==> config.mk <==
export PLATFORM = sky130hd
export DESIGN_NAME = hash_range_packet_sampler
export DESIGN_NICKNAME = d
export VERILOG_FILES = /design/src/rtl/hrps_pkg.sv /design/src/rtl/hrps_mod_unit.sv /design/src/rtl/hash_range_packet_sampler.sv
export SDC_FILE = /design/constraint.sdc
export NUM_CORES = 1
export LEC_CHECK = 0
export ABC_AREA = 1
export BUFFER_PORTS_ARGS = -buffer_cell sky130_fd_sc_hd__buf_4
export CORE_MARGIN = 2
export CORE_UTILIZATION = 65
export DETAILED_ROUTE_END_ITERATION = 10
export PLACE_DENSITY = 0.85
export SLEW_MARGIN = 15
export SYNTH_ARGS = -nofsm -noshare
export SYNTH_HDL_FRONTEND = slang
export SYNTH_SLANG_ARGS = --single-unit
==> constraint.sdc <==
create_clock -name clk -period 13.3 [get_ports clk]
set_input_delay 3.325 -clock clk [delete_from_list [all_inputs] [get_ports clk]]
set_output_delay 3.325 -clock clk [all_outputs]
set_load 0.02 [all_outputs]
==> src/rtl/hrps_pkg.sv <==
// Package for the hash range packet sampler.
// Widths, register indexes, request codes and the shared unit's control types.
// No dependencies.
package hrps_pkg;

  localparam int COUNT_WIDTH  = 64;
  localparam int LENGTH_WIDTH = 16;
  localparam int HASH_WIDTH   = 32;
  localparam int REM_WIDTH    = 31;
  localparam int HASH_ROT     = 5;
  localparam int STEP_WIDTH   = $clog2(HASH_WIDTH);

  localparam logic [1:0] CFG_HASH_MODE  = 2'd0;
  localparam logic [1:0] CFG_MODULUS    = 2'd1;
  localparam logic [1:0] CFG_RANGE_LOW  = 2'd2;
  localparam logic [1:0] CFG_RANGE_HIGH = 2'd3;

  localparam logic [1:0] MODE_ADD = 2'd0;
  localparam logic [1:0] MODE_ROT = 2'd1;

  localparam logic REQ_BYTE  = 1'b0;
  localparam logic REQ_CLEAR = 1'b1;

  typedef struct packed {
    logic                  start;
    logic [HASH_WIDTH-1:0] dividend;
    logic [REM_WIDTH-1:0]  divisor;
  } mod_ctl_t;

  typedef struct packed {
    logic                 busy;
    logic                 done;
    logic [REM_WIDTH-1:0] remainder;
  } mod_sts_t;

endpackage

==> src/rtl/hrps_mod_unit.sv <==
// Iterative restoring remainder unit, one dividend bit per cycle.
// Depends on hrps_pkg.
module hrps_mod_unit
  import hrps_pkg::*;
(
  input  logic     clk,
  input  logic     rst_n,
  input  mod_ctl_t ctl,
  output mod_sts_t sts
);

  logic                  busy_r, busy_nxt;
  logic                  done_r, done_nxt;
  logic [STEP_WIDTH-1:0] step_r, step_nxt;
  logic [HASH_WIDTH-1:0] dvd_r, dvd_nxt;
  logic [REM_WIDTH-1:0]  dvsr_r, dvsr_nxt;
  logic [REM_WIDTH-1:0]  rem_r, rem_nxt;
  logic [HASH_WIDTH-1:0] trial;
  logic                  fits;

  assign trial = {rem_r, dvd_r[HASH_WIDTH-1]};
  assign fits  = trial >= {1'b0, dvsr_r};

  always_comb begin
    busy_nxt = busy_r;
    done_nxt = done_r;
    step_nxt = step_r;
    dvd_nxt  = dvd_r;
    dvsr_nxt = dvsr_r;
    rem_nxt  = rem_r;
    if (ctl.start) begin
      busy_nxt = 1'b1;
      done_nxt = 1'b0;
      step_nxt = '0;
      dvd_nxt  = ctl.dividend;
      dvsr_nxt = ctl.divisor;
      rem_nxt  = '0;
    end else if (busy_r) begin
      rem_nxt  = fits ? REM_WIDTH'(trial - {1'b0, dvsr_r}) : REM_WIDTH'(trial);
      dvd_nxt  = {dvd_r[HASH_WIDTH-2:0], 1'b0};
      step_nxt = step_r + 1'b1;
      if (step_r == STEP_WIDTH'(HASH_WIDTH - 1)) begin
        busy_nxt = 1'b0;
        done_nxt = 1'b1;
      end
    end
  end

  always_ff @(posedge clk) begin
    if (!rst_n) begin
      busy_r <= 1'b0;
      done_r <= 1'b0;
      step_r <= '0;
    end else begin
      busy_r <= busy_nxt;
      done_r <= done_nxt;
      step_r <= step_nxt;
    end
    dvd_r  <= dvd_nxt;
    dvsr_r <= dvsr_nxt;
    rem_r  <= rem_nxt;
  end

  assign sts.busy      = busy_r;
  assign sts.done      = done_r;
  assign sts.remainder = rem_r;

`ifndef NO_ASSERTIONS
  a_busy_done_excl: assert property (@(posedge clk) disable iff (!rst_n)
    $onehot0({busy_r, done_r}))
    else $error("mod unit busy and done together");

  a_start_busy: assert property (@(posedge clk) disable iff (!rst_n)
    ctl.start |=> busy_r && step_r == '0)
    else $error("mod unit did not start");

  a_rem_below: assert property (@(posedge clk) disable iff (!rst_n)
    busy_r && step_r != '0 |-> {1'b0, rem_r} < {1'b0, dvsr_r})
    else $error("partial remainder not below divisor");
`endif

endmodule

==> src/rtl/hash_range_packet_sampler.sv <==
// Top level of the hash range packet sampler: hashing, sequencing, counter, output beat.
// Depends on hrps_pkg and hrps_mod_unit.
//
// A byte that is not the last of its packet is taken in the idle state, as is a clear
// request. The last byte of a reduced packet updates the hash and starts the shared
// remainder unit, one dividend bit per cycle; the sequencer waits in the divide state
// until the unit is done, then in the final state compares against the range and loads
// the output register. A last byte of a skipped packet (already dropped, unknown mode or
// zero modulus) goes from idle straight to the final state, which repeats while a previous
// beat is still stalled in the output register. in_stall stays high while a packet end
// is in flight; the output register holds a waiting beat while the next bytes are taken.
module hash_range_packet_sampler
  import hrps_pkg::*;
(
  input  logic                    clk,
  input  logic                    rst_n,
  input  logic                    cfg_we,
  input  logic [1:0]              cfg_index,
  input  logic [REM_WIDTH-1:0]    cfg_data,
  input  logic                    in_valid,
  output logic                    in_stall,
  input  logic                    in_req_type,
  input  logic [7:0]              in_data_byte,
  input  logic                    in_first_byte,
  input  logic                    in_last_byte,
  input  logic [LENGTH_WIDTH-1:0] in_packet_length,
  input  logic                    in_already_dropped,
  output logic                    out_valid,
  input  logic                    out_stall,
  output logic                    out_keep_packet,
  output logic [REM_WIDTH-1:0]    out_remainder,
  output logic [COUNT_WIDTH-1:0]  out_match_count
);

  localparam logic [1:0] ST_IDLE = 2'd0;
  localparam logic [1:0] ST_DIV  = 2'd1;
  localparam logic [1:0] ST_FIN  = 2'd2;

  logic [1:0]             state_r, state_nxt;
  logic [1:0]             mode_r;
  logic [REM_WIDTH-1:0]   modulus_r, low_r, high_r;
  logic [HASH_WIDTH-1:0]  hash_r, hash_nxt, hash_base;
  logic                   skip_r, skip_nxt;
  logic                   reduce_r, reduce_nxt;
  logic [COUNT_WIDTH-1:0] count_r, count_nxt;
  logic                   out_valid_r, out_valid_nxt;
  logic                   out_keep_r;
  logic [REM_WIDTH-1:0]   out_rem_r;
  logic [COUNT_WIDTH-1:0] out_count_r;
  logic                   in_acc, out_free, load_out, keep, reduce_now;
  logic [REM_WIDTH-1:0]   rem_final;
  mod_ctl_t               mod_ctl;
  mod_sts_t               mod_sts;

  always_ff @(posedge clk) begin
    if (!rst_n) begin
      mode_r    <= MODE_ADD;
      modulus_r <= REM_WIDTH'(1);
      low_r     <= '0;
      high_r    <= '0;
    end else if (cfg_we) begin
      case (cfg_index)
        CFG_HASH_MODE:  mode_r    <= cfg_data[1:0];
        CFG_MODULUS:    modulus_r <= cfg_data;
        CFG_RANGE_LOW:  low_r     <= cfg_data;
        CFG_RANGE_HIGH: high_r    <= cfg_data;
        default: ;
      endcase
    end
  end

  assign in_stall = state_r != ST_IDLE;
  assign in_acc   = in_valid && !in_stall;
  assign out_free = !out_valid_r || !out_stall;
  assign load_out = state_r == ST_FIN && out_free;

  assign hash_base = in_first_byte ? HASH_WIDTH'(in_packet_length) : hash_r;

  always_comb begin
    case (mode_r)
      MODE_ADD: hash_nxt = hash_base + HASH_WIDTH'(in_data_byte);
      MODE_ROT: hash_nxt = {hash_base[HASH_WIDTH-HASH_ROT-1:0],
                            hash_base[HASH_WIDTH-1:HASH_WIDTH-HASH_ROT]}
                           ^ HASH_WIDTH'(in_data_byte);
      default:  hash_nxt = hash_base;
    endcase
  end

  assign skip_nxt   = in_first_byte ? in_already_dropped : skip_r;
  assign reduce_now = !skip_nxt && (mode_r == MODE_ADD || mode_r == MODE_ROT)
                      && modulus_r != '0;

  assign mod_ctl.start    = in_acc && in_req_type == REQ_BYTE && in_last_byte && reduce_now;
  assign mod_ctl.dividend = hash_nxt;
  assign mod_ctl.divisor  = modulus_r;

  hrps_mod_unit u_mod (
    .clk   (clk),
    .rst_n (rst_n),
    .ctl   (mod_ctl),
    .sts   (mod_sts)
  );

  assign rem_final = reduce_r ? mod_sts.remainder : '0;
  assign keep      = reduce_r && rem_final >= low_r && rem_final <= high_r;

  always_comb begin
    state_nxt     = state_r;
    reduce_nxt    = reduce_r;
    count_nxt     = count_r;
    out_valid_nxt = out_valid_r && out_stall;
    case (state_r)
      ST_IDLE: begin
        if (in_acc) begin
          if (in_req_type == REQ_CLEAR) begin
            count_nxt = '0;
          end else if (in_last_byte) begin
            reduce_nxt = reduce_now;
            state_nxt  = reduce_now ? ST_DIV : ST_FIN;
          end
        end
      end
      ST_DIV: begin
        if (mod_sts.done) begin
          state_nxt = ST_FIN;
        end
      end
      ST_FIN: begin
        if (out_free) begin
          out_valid_nxt = 1'b1;
          state_nxt     = ST_IDLE;
          if (keep) begin
            count_nxt = count_r + 1'b1;
          end
        end
      end
      default: state_nxt = ST_IDLE;
    endcase
  end

  always_ff @(posedge clk) begin
    if (!rst_n) begin
      state_r     <= ST_IDLE;
      hash_r      <= '0;
      skip_r      <= 1'b0;
      reduce_r    <= 1'b0;
      count_r     <= '0;
      out_valid_r <= 1'b0;
    end else begin
      state_r     <= state_nxt;
      reduce_r    <= reduce_nxt;
      count_r     <= count_nxt;
      out_valid_r <= out_valid_nxt;
      if (in_acc && in_req_type == REQ_BYTE) begin
        hash_r <= hash_nxt;
        skip_r <= skip_nxt;
      end
    end
    if (load_out) begin
      out_keep_r  <= keep;
      out_rem_r   <= rem_final;
      out_count_r <= count_nxt;
    end
  end

  assign out_valid       = out_valid_r;
  assign out_keep_packet = out_keep_r;
  assign out_remainder   = out_rem_r;
  assign out_match_count = out_count_r;

`ifndef NO_ASSERTIONS
  a_clear: assert property (@(posedge clk) disable iff (!rst_n)
    in_acc && in_req_type == REQ_CLEAR |=> count_r == '0)
    else $error("clear request did not zero the counter");

  a_div_active: assert property (@(posedge clk) disable iff (!rst_n)
    state_r == ST_DIV |-> mod_sts.busy || mod_sts.done)
    else $error("waiting on an idle remainder unit");

  a_count_step: assert property (@(posedge clk) disable iff (!rst_n)
    load_out && keep |=> count_r == $past(count_r) + 1'b1)
    else $error("kept packet not counted");

  a_skip_no_keep: assert property (@(posedge clk) disable iff (!rst_n)
    load_out && !reduce_r |=> !out_keep_packet && out_remainder == '0)
    else $error("skipped packet reported as kept");
`endif

endmodule

**Word-level counts from Yosys, hierarchy flattened**

Index checks and enable logic that the tools add are counted.

- Register bits: 393
- Bits in latches: 0
- Bits in writable memories: 0
- ROM bits: 0
- Input bits: 66
- Logic and storage cells: 95
- Memories: 0

- Add/subtract/negate cells: 4
- $mul: 0
- Div/mod/pow operators: 0
- $lt $le $gt $ge: 3
- Equal/unequal tests: 12
- Shift-type cells: 0
- Muxes and demuxes: 24
- Bitwise operators: 3
- Reductions and logical operators: 30

Operator list:

| operator | count |
|---|---|
| $mux W64 | 4 |
| $pmux W64 S2 | 1 |
| $mux W32 | 3 |
| $add A64 B1 Y64 const B | 1 |
| $pmux W32 S2 | 1 |
| $mux W31 | 2 |
| $add A32 B8 Y32 | 1 |
| $ge A32 B31 Y1 | 1 |
| $xor A32 B8 Y32 | 1 |
| $ge A31 B31 Y1 | 1 |
| $le A31 B31 Y1 | 1 |
| $reduce_bool A31 Y1 | 1 |
| $sub A31 B31 Y31 | 1 |
| $mux W2 | 6 |
| $logic_and A1 B1 Y1 | 10 |
| $reduce_and A2 Y1 | 5 |
| $ne A2 B2 Y1 const B | 4 |
| $eq A2 B1 Y1 const B | 3 |
| $eq A2 B2 Y1 const B | 3 |
| $logic_not A2 Y1 | 3 |
| $mux W1 | 6 |
| $pmux W2 S3 | 1 |
| $add A5 B1 Y5 const B | 1 |
| $eq A5 B5 Y1 const B | 1 |
| other kinds (8) | 14 |

**Longest topological paths before layout**

Gate-level depths: netlist (run 1).

- Word-level depth: 9
- Gate-level depth with buffers: 23

**Cells and area by module**

A second synthesis (run 1) with hierarchy kept.

- Cells, all modules: 3347
- Area, all modules: 23167.2 µm²

Modules (own cells, without submodules):

| module | times used | cells each | area each (µm²) |
|---|---|---|---|
| hash_range_packet_sampler | 1 | 2376 | 16524.6 |
| hrps_mod_unit | 1 | 971 | 6642.6 |

**Least setup slack after synthesis (run 1)**

No wires, ideal clock.

- Path kind: in2reg
- Start point: input out_stall
- End point: register out_count_r[36] (netlist: out_match_count[36]) (data pin)
- Setup time: 0.255 ns
- Data arrival time: 8.954 ns
- Data required time: 13.045 ns
- Setup slack: 4.091 ns
- Stages on the path: 9
- Cells stage by stage: nand2_1 clkinv_1 nor2_1 nand3_2 buf_2 nor2_1 nand2_1 nand3_1 nand2_1

- Cells in the longest elaborated chain, start to end: 4

Ends and longest elaborated chain:

| element | RTL line | source |
|---|---|---|
| start, declared | hash_range_packet_sampler.sv:29 | `input logic out_stall,` |
| $logic_not A1 Y1 | hash_range_packet_sampler.sv:74 | `assign out_free = !out_valid_r \|\| !out_stall;` |
| $logic_or A1 B1 Y1 | hash_range_packet_sampler.sv:74 |  |
| $mux W64 | hash_range_packet_sampler.sv:129 | `if (out_free) begin` |
| $pmux W64 S2 | hash_range_packet_sampler.sv:112 | `case (state_r)` |
| net count_nxt[36] | hash_range_packet_sampler.sv:45 | `logic [COUNT_WIDTH-1:0] count_r, count_nxt;` |
| end signal, assigned | hash_range_packet_sampler.sv:162 | `out_count_r <= count_nxt;` |
| end, declared | hash_range_packet_sampler.sv:49 | `logic [COUNT_WIDTH-1:0] out_count_r;` |

The timed path passes the listed nets, and every way through them passes these cells.
A chain may end at the register's enable or synchronous reset.

==> impl.org, run 1 <==
** GRT
- The first global-routing pass estimated 109 mm of wire.
- The initial antenna violation count was 0.
- Entering global routing, the biggest net connects 105 pins.
- In the global route stage, overall resource usage came out at 38.6%.
- Via count of the first global-routing pass :: 20200
- Aggregate global routing overflow :: 0

** Clocking
- Clock tree synthesis found a total of 393 sinks.
- Clock root buffer master :: clkbuf_16
- TritonCTS built the clock tree.
- Clock-pin slew on the worst setup and hold paths :: 0.06 ns
- Number of CTS-inserted buffers :: 40
- The longest clock path from root to sink contains 3 buffers.
- Clock insertion delay at the later pin of the skew report :: 0.58 ns
- Once the clock tree was built, the setup fixing pass inserted 0 buffers.
- After clock tree synthesis, the flow added hold-fix buffers numbering 0.
- Post-cts sizing count :: 0
- H-tree levels :: 2

** Worst setup path
- Worst flop-to-flop path endpoint :: out_match_count[56]
- Crit path max-delay cell type :: nand2_2
- The critical path runs through a total of 10 cells.
- CP startpoint kind :: input port
- In this design, the largest share of critical-path delay is due to simple AND/OR/NAND/NOR gates.
- Buffer and inverter count on the worst path :: 4
- Critical Path AT :: 6.81 ns
- The startpoint identified for the worst register-to-register timing path is reduce_r.
- Walking the worst path, the cells encountered are buf_4 > nand2_1 > buf_4 > clkinv_1 > a21oi_1 > nand2_2 > nand2_2 > inv_1 > nand2_1 > o21ai_0.
- Count of cells along the worst register-to-register path :: 17
- Capturing element of the worst setup path :: u_mod.rem_r[24]
- STA classifies the critical path endpoint as a flop.
- The critical path starts at out_stall.
- Worst-path maximum fanout :: 54
- Setup slack on the worst reg-to-reg path comes out at 8.74 ns.
- STA puts the critical path data required time at 13.74 ns.
- On the worst path, the slowest cell contributes a delay of 0.98 ns.
- Category of the most critical setup path :: input port to flop

** Synth
- Of all flip-flops after synthesis, the portion carrying an async set or reset was 0%.
- For this run, the number of Yosys warnings is 0.
- In this run, distinct cell masters in the synthesized netlist total 56.
- Flip-flop cell with the highest count after synthesis :: dfxtp_1
- Largest cells by area after synthesis :: edfxtp_1 (21%), dfxtp_1 (21%), nand2_1 (13%)
- After synthesis the cells add up to 0.0222 sq mm.
- Post-synthesis average cell area :: 7.28 sq um
- Portion of the post-synthesis area used by sequential elements :: 42.6%
- Yosys mapped a number of flops with a built-in enable equal to 159.
- Yosys top cell area share :: 21.5%
- Synthesis handed over a netlist of 3053 instances.
- Count of state elements after synthesis :: 393
- The number of nets handed over by synthesis was 3209.
- Biggest area consumer among synthesized cells :: edfxtp_1

** Floorplan
- Io pins :: 164
- Die footprint :: 0.0357 sq mm
- The floorplan step defined a core boundary enclosing 0.0336 sq mm.
- Number of rows in the core area :: 67
- Die span in x :: 189 microns
- Chip height :: 189 microns
- Initial core utilization :: 66.1%

** Status
- Run status :: finished, final reports clean

** Detailed routing
- The routed layout has 22100 vias.
- The routed design has 69.4 mm of wire.
- In the routed design, unresolved DRC markers number 0.
- Post-detailed-route via-to-cell ratio :: 6.06
- After detailed routing, the average wire length per cell comes to 19.1 microns.
- Number of antenna-violating nets in the routed design :: 0
- The pre-antenna-repair detailed-routing pass consisted of 5 iterations.
- The detailed router finished its first iteration with 2824 violations.

** Placed design
- RePlAce Congestion :: 1.03
- Detailed Place HPWL :: 50.5 mm
- OpenSTA, run right after detailed placement, puts the worst setup slack at 6.09 ns.
- Total placed instance area :: 0.0237 sq mm
- Port buffering added 163 buffers.

** Pwr
- Peak ir drop on the vdd network :: 0.138 mV
- Total power divided by cell area :: 146 mW/mm^2
- The analysis attributes to cell leakage a power of 11.1 nW.

** Timing
- Based on the critical path, the design can be clocked at up to 157 MHz.
- Final hold analysis gives a worst-case slack of 0.457 ns.
- Minimum clock period after layout :: 6.37 ns
- Setup slack closes at 6.93 ns.
- The worst pin sits at a relative slew slack of 25.6%.
- Final worst clock skew :: 0.0256 ns
- After routing, the total negative slack on setup checks comes to 0 ns.
- Setup repair after global routing missed its margin :: no
- Post-route fraction of the period consumed by the critical path :: 47.9%
- The final hold violation count was 0.
- Final Max Slew Viols :: 0
- Worst Max-Slew Pin Slew :: 1.11 ns
- Setup violations remaining at the end of the flow were counted as 0.

** Cells and area
- N_diodes :: 0
- Layout cells sized above 1 :: 8.70%
- Relative area change from synthesis to final layout :: 12.6%
- After routing the design area is 0.0250 sq mm.
- In the final design database the tool counted 3319 nets.

** Hold path
- The startpoint identified for the worst hold timing path is modulus_r[29].
- Kind of path behind the tightest hold check :: flop to flop

** Flow run
- Max Cap Viol :: 0
worst register-to-register path, cell delays in order (launching register included):
cell      delay [ns]
dfxtp_1         0.35
buf_4           0.43
nand2_1         0.23
inv_1           0.22
ha_1            0.29
a21oi_1         0.16
nor2_1          0.05
a211oi_1        0.37
nand2_1         0.11
a21oi_1         0.22
nand2_1         0.08
nand2_1         0.07
buf_4           0.42
nand3_1         0.47
nor2_1          0.55
nand4_1         0.14
nand2_1         0.13
inv_1           0.04
worst min-delay path by stage:
| stage | to | slack (ns) | depth (start not counted) |
|---|---|---|---|
| after floorplan | u_mod.dvsr_r[12] | 0.43 | 0 |
| after global placement | u_mod.dvsr_r[1] | 0.44 | 0 |
| after detailed placement | u_mod.dvsr_r[7] | 0.44 | 0 |
| after CTS | u_mod.dvsr_r[29] | 0.46 | 0 |
| after global routing | u_mod.dvsr_r[24] | 0.47 | 0 |
| final | u_mod.dvsr_r[29] | 0.46 | 0 |
layer usage:
layer  share of wire (%)  global-route usage, %  routed length (microns)  vias to the layer above
met2                  44                   59.9                    30400                     1448
li1                    -                      -                        -                    10400
met3                  12                   6.95                     8220                      217
met1                  41                   54.8                    28400                    10000
met4                 3.6                   12.8                     2470                        0
met5                   0                      0                        0                        -
cell usage in the layout (no fill, tap or decap), types with 4 or more instances in the layout:
cell / n
nor2_2: 5
nor2_1: 282
nand4_1: 87
clkbuf_16: 41
xnor2_1: 7
clkinvlp_4: 4
inv_2: 4
dfxtp_1: 234
nor4_1: 24
ha_1: 88
nand2_1: 768
or2_2: 14
o21bai_1: 5
o211ai_1: 34
clkbuf_1: 8
a22oi_1: 12
clkinv_1: 5
and3_1: 4
nand3_1: 183
o21ai_0: 220
buf_4: 179
a21boi_0: 4
nor3_1: 54
inv_1: 403
clkinv_2: 9
o221ai_1: 7
edfxtp_1: 159
xor2_1: 38
a21oi_1: 226
a21o_1: 4
nand3b_1: 12
a31oi_1: 4
o21a_1: 14
through the flow:
stage	cells	total power, W	util (%)
final	3643	0.00364	74.4
after global routing	3643	0.00380	74.4
after CTS	3643	0.00361	74.4
after detailed placement	3569	0.00250	70.5
after global placement	3569	0.00248	70.5
after floorplan	3053	0.00219	-
flip-flops by register name, summed over array words and instances (netlist names):
signal,cells
count_r,64
out_match_count,64
hash_r,32
u_mod.dvd_r,32
high_r,31
low_r,31
modulus_r,31
out_remainder,31
u_mod.dvsr_r,31
u_mod.rem_r,31
u_mod.step_r,5
mode_r,2
state_r,2
out_keep_packet,1
out_valid,1
reduce_r,1
skip_r,1
u_mod.busy_r,1
u_mod.done_r,1
cells by family (layout without fill, tap and decap cells):
group	after synthesis	count (layout)	share of synthesized area, %
xor gates and xnor gates	45	45	1.77
and+or+nand+nor	1453	1453	27.9
AOI/OAI and AO/OA	549	549	13.6
buffers and inverters	520	662	8.90
muxes	3	3	0.135
adders and majority gates	90	90	5.14
DFF	393	393	42.6
layout make-up:
cell class | count | area [sq um]
Clock buffer | 49 | 1060
Clock inverter | 25 | 229
Fill cell | 2566 | 8610
Inverter | 409 | 1540
Multi-Input combinational cell | 2140 | 10800
Sequential cell | 393 | 9460
Tap cell | 448 | 561
Timing Repair Buffer | 179 | 1340
cell usage after synthesis (all sizes together) (2+ instances only):
| cell | count |
|---|---|
| a21oi | 227 |
| o31ai | 2 |
| nor3 | 57 |
| mux2i | 3 |
| and2 | 3 |
| a22oi | 12 |
| nand3b | 12 |
| o211ai | 34 |
| o21a | 14 |
| nand4 | 87 |
| nor4 | 24 |
| fa | 2 |
| xor2 | 38 |
| a21boi | 5 |
| a31oi | 4 |
| a21o | 4 |
| ha | 88 |
| nand3 | 185 |
| dfxtp | 234 |
| buf | 24 |
| nor2 | 289 |
| inv | 407 |
| nand2 | 770 |
| or2 | 18 |
| o21bai | 5 |
| edfxtp | 159 |
| o221ai | 7 |
| a221oi | 3 |
| a211oi | 3 |
| o22ai | 2 |
| o21ai | 223 |
| xnor2 | 7 |
| clkbuf | 87 |
| and3 | 4 |
| clkinv | 2 |
report_power, final:
| group | switching, W | leakage [nW] | internal (W) |
|---|---|---|---|
| Sequential | 0.000109 | 3.43 | 0.00140 |
| Combinational | 0.000695 | 7.09 | 0.000307 |
| Clock | 0.000495 | 0.624 | 0.000630 |
| Total | 0.00130 | 11.1 | 0.00234 |
Note: power is estimated with default switching activity, not from simulation.
==> run 2: changes to the inputs <==
--- a/config.mk
+++ b/config.mk
@@ -8,9 +8,9 @@
 export ABC_AREA = 1
 export BUFFER_PORTS_ARGS = -buffer_cell sky130_fd_sc_hd__buf_4
 export CORE_MARGIN = 2
-export CORE_UTILIZATION = 65
+export CORE_UTILIZATION = 55
 export DETAILED_ROUTE_END_ITERATION = 10
-export PLACE_DENSITY = 0.85
+export PLACE_DENSITY = 0.77
 export SLEW_MARGIN = 15
 export SYNTH_ARGS = -nofsm -noshare
 export SYNTH_HDL_FRONTEND = slang
==> constraint.sdc (replaced) <==
create_clock -name clk -period 5.6 [get_ports clk]
set_input_delay 1.4 -clock clk [delete_from_list [all_inputs] [get_ports clk]]
set_output_delay 1.4 -clock clk [all_outputs]
set_load 0.02 [all_outputs]
==> impl.org, run 2 (synthesis results as in run 1) <==
** Status
- Run status :: finished, final reports clean

** Timing
- Worst Max-Slew Pin Slew :: 1.00 ns (-0.114 ns)
- The final hold violation count is 0 (unchanged).
- The tightest slew margin relative to the limit came to 33.4% (+7.7 points).
- Final worst clock skew :: 0.0208 ns (-0.00472 ns)
- The count of pins over their slew limit was 0 (unchanged).
- Setup repair after global routing missed its margin :: no
- Count of final setup violators :: 0 (unchanged)
- Highest clock rate :: 229 MHz
- Post-Route Setup TNS :: 0 ns (unchanged)
- The final critical path takes up 78.0% of the cycle.
- Minimum clock period after layout :: 4.37 ns

** Cells and area
- Final core area utilization :: 63.5% (-11 points)
- Leaving out fill and tap cells, the most frequent cell in the layout is nand2_1.
- Relative to the synthesized area, the layout overhead comes to 13.8%.
- Final standard cell count with taps included and fillers excluded :: 3735 (+2.5%)
- Layout cells sized above 1 :: 9.22% (+0.52 points)
- The final net count came to 3331 (+0.36%).
- The top cell types in the final layout, fill and taps aside, are nand2_1 (769), inv_1 (403), nor2_1 (282).

** Pwr
- Post-route total power :: 0.00880 W (+140%)
- The leakage power summed over all cells came to 11.3 nW (+1.0%).
- Total power divided by cell area :: 348 mW/mm^2 (+140%)
- The worst ir drop on vdd is 0.265 mV (+93%).

** Detailed routing
- The detailed-route vias per instance is 5.72 (-5.5%).
- Drc violations :: 0 (unchanged)
- The detailed-router iteration count before antenna repair came to 6 (+1).
- The routed metal-1 wirelength is 30.5 mm (+7.5%).
- The routed length per instance was 18.9 microns (-0.79%).
- Total length of routed met3 wires :: 5.95 mm (-28%)
- The initial DRC count is 1915 (-32%).
- Met2 Wirelength :: 31.7 mm (+4.4%)
- Highest metal layer with signal wires :: met4
- The total via count after detailed routing came to 21400 (-3.2%).
- Detailed-route wire length :: 70.6 mm (+1.7%)
- Number of antenna-violating nets in the routed design :: 0 (unchanged)

** Worst setup path
- By startpoint and endpoint, the worst setup path is classified as flop to flop.
- Data required time at the worst endpoint :: 5.93 ns (-7.81 ns)
- CP Cell Sequence :: buf_4 > nand2_1 > inv_1 > ha_1 > a21oi_1 > o21ai_0 > o21bai_1 > a21oi_1 > nand2_1 > nand2_1 > nand3_2 > nor2_1 > nand2_1 > o21ai_0 > inv_1
- Kind of capture point of the worst setup path :: flop
- CP startpoint kind :: flop
- Worst-path maximum fanout :: 47 (-13%)
- Cell type with the highest occurrence count on the critical path :: nand2_1
- Critical Path AT :: 4.70 ns (-2.11 ns)
- Crit path max-delay cell type :: buf_4
- Reg2Reg Setup Slack :: 1.23 ns (-7.51 ns)
- The delay of the slowest critical-path stage came to 0.47 ns (-0.51 ns).

** GRT
- Via count of the first global-routing pass :: 20300 (+0.079%)
- Aggregate global routing overflow :: 0 (unchanged)
- The largest net degree at the start of global routing is 104 (-0.95%).
- The first-pass GRT wire length came to 111 mm (+1.7%).
- The initial antenna violation count was 0 (unchanged).
- The all-layer global routing usage is 33.7% (-4.9 points).

** Floorplan
- Number of rows in the core area :: 73 (+9.0%)
- The core outline area is 0.0398 sq mm (+18%).
- The die height was 205 microns (+8.5%).
- Initial core utilization :: 55.8% (-10 points)
- Io pins :: 164 (unchanged)
- The area enclosed by the die boundary came to 0.0420 sq mm (+18%).
- Die span in x :: 205 microns (+8.5%)

** Clocking
- The number of clock sinks is 393 (unchanged).
- The tree is rooted in a clkbuf_16.
- CTS tree :: done
- Count of buffers added by post-CTS timing repair for setup :: 0 (unchanged)
- The number of buffers added by the clock tree synthesis step came to 42 (+5.0%).
- The post-cts hold buffer count came to 0 (unchanged).
- The H-tree depth reported by CTS came to 2 (unchanged).
- Maximum clock path buffer count :: 3 (unchanged)
- The number of resized instances in the post-cts repair step came to 0 (unchanged).
- The clock latency at the later pin of the worst-skew pair was 0.59 ns (about the same).
- Clock-pin slew on the worst setup and hold paths :: 0.06 ns (about the same)

** Placed design
- Placed Cells :: 3656 (+2.4%)
- The global placement routability congestion is 0.975 (-5.8%).
- The final HPWL from detailed placement was 52.3 mm (+3.8%).
- The count of port buffers added during placement came to 163 (unchanged).

** Hold path
- The worst hold path belongs to the class flop to flop.

** Flow run
- The reported max-cap violation count came to 0 (unchanged).
==> run 2: layout make-up <==
type,instances,area (sq um)
antenna,1,2.50
clock buffer,47,1090
clock inverter,31,302
fill,3598,14500
inverter,409,1540
multi-input combinational,2140,10800
sequential,393,9460
tap,525,657
timing repair buffer,189,1420
==> run 2: worst max-delay path, delay by kind of cell (launching register included) <==
family / cells / cell delay, ns
flip-flops: 1 / 0.31
buffers and inverters: 3 / 0.73
AND/OR/NAND/NOR: 6 / 1.61
AO/OA/AOI/OAI: 5 / 1.13
adder cells (fa/ha/maj): 1 / 0.30
==> run 2: path summary, 6_finish.rpt <==
path,from,to,cells past startpoint
setup reg to reg,reduce_r,out_match_count[7],15
setup / recovery,reduce_r,out_match_count[7],15
hold reg to reg,modulus_r[24],u_mod.dvsr_r[24],0
hold / removal,modulus_r[24],u_mod.dvsr_r[24],0
==> run 2: stage by stage <==
stage / setup slack, ns / cell area (sq um) / hold WS [ns]
2_1_floorplan: 0.0562 / 22200 / 0.425
3_3_place_gp: 1.06 / 23900 / 0.438
3_5_place_dp: 0.925 / 23900 / 0.442
4_1_cts: 1.40 / 25300 / 0.453
5_1_grt: 1.10 / 25300 / 0.458
6_report: 1.23 / 25300 / 0.456
==> run 2: layer usage <==
metal	up-vias	global-route usage, %
met4	0	13.2
met2	930	53.0
li1	10400	-
met3	146	6.33
met5	-	0
met1	9907	45.9
==> run 2: where the power goes <==
group / total, W / internal, W / switching (W)
logic: 0.00238 / 0.000741 / 0.00164
clock network: 0.00287 / 0.00161 / 0.00125
registers: 0.00355 / 0.00333 / 0.000218
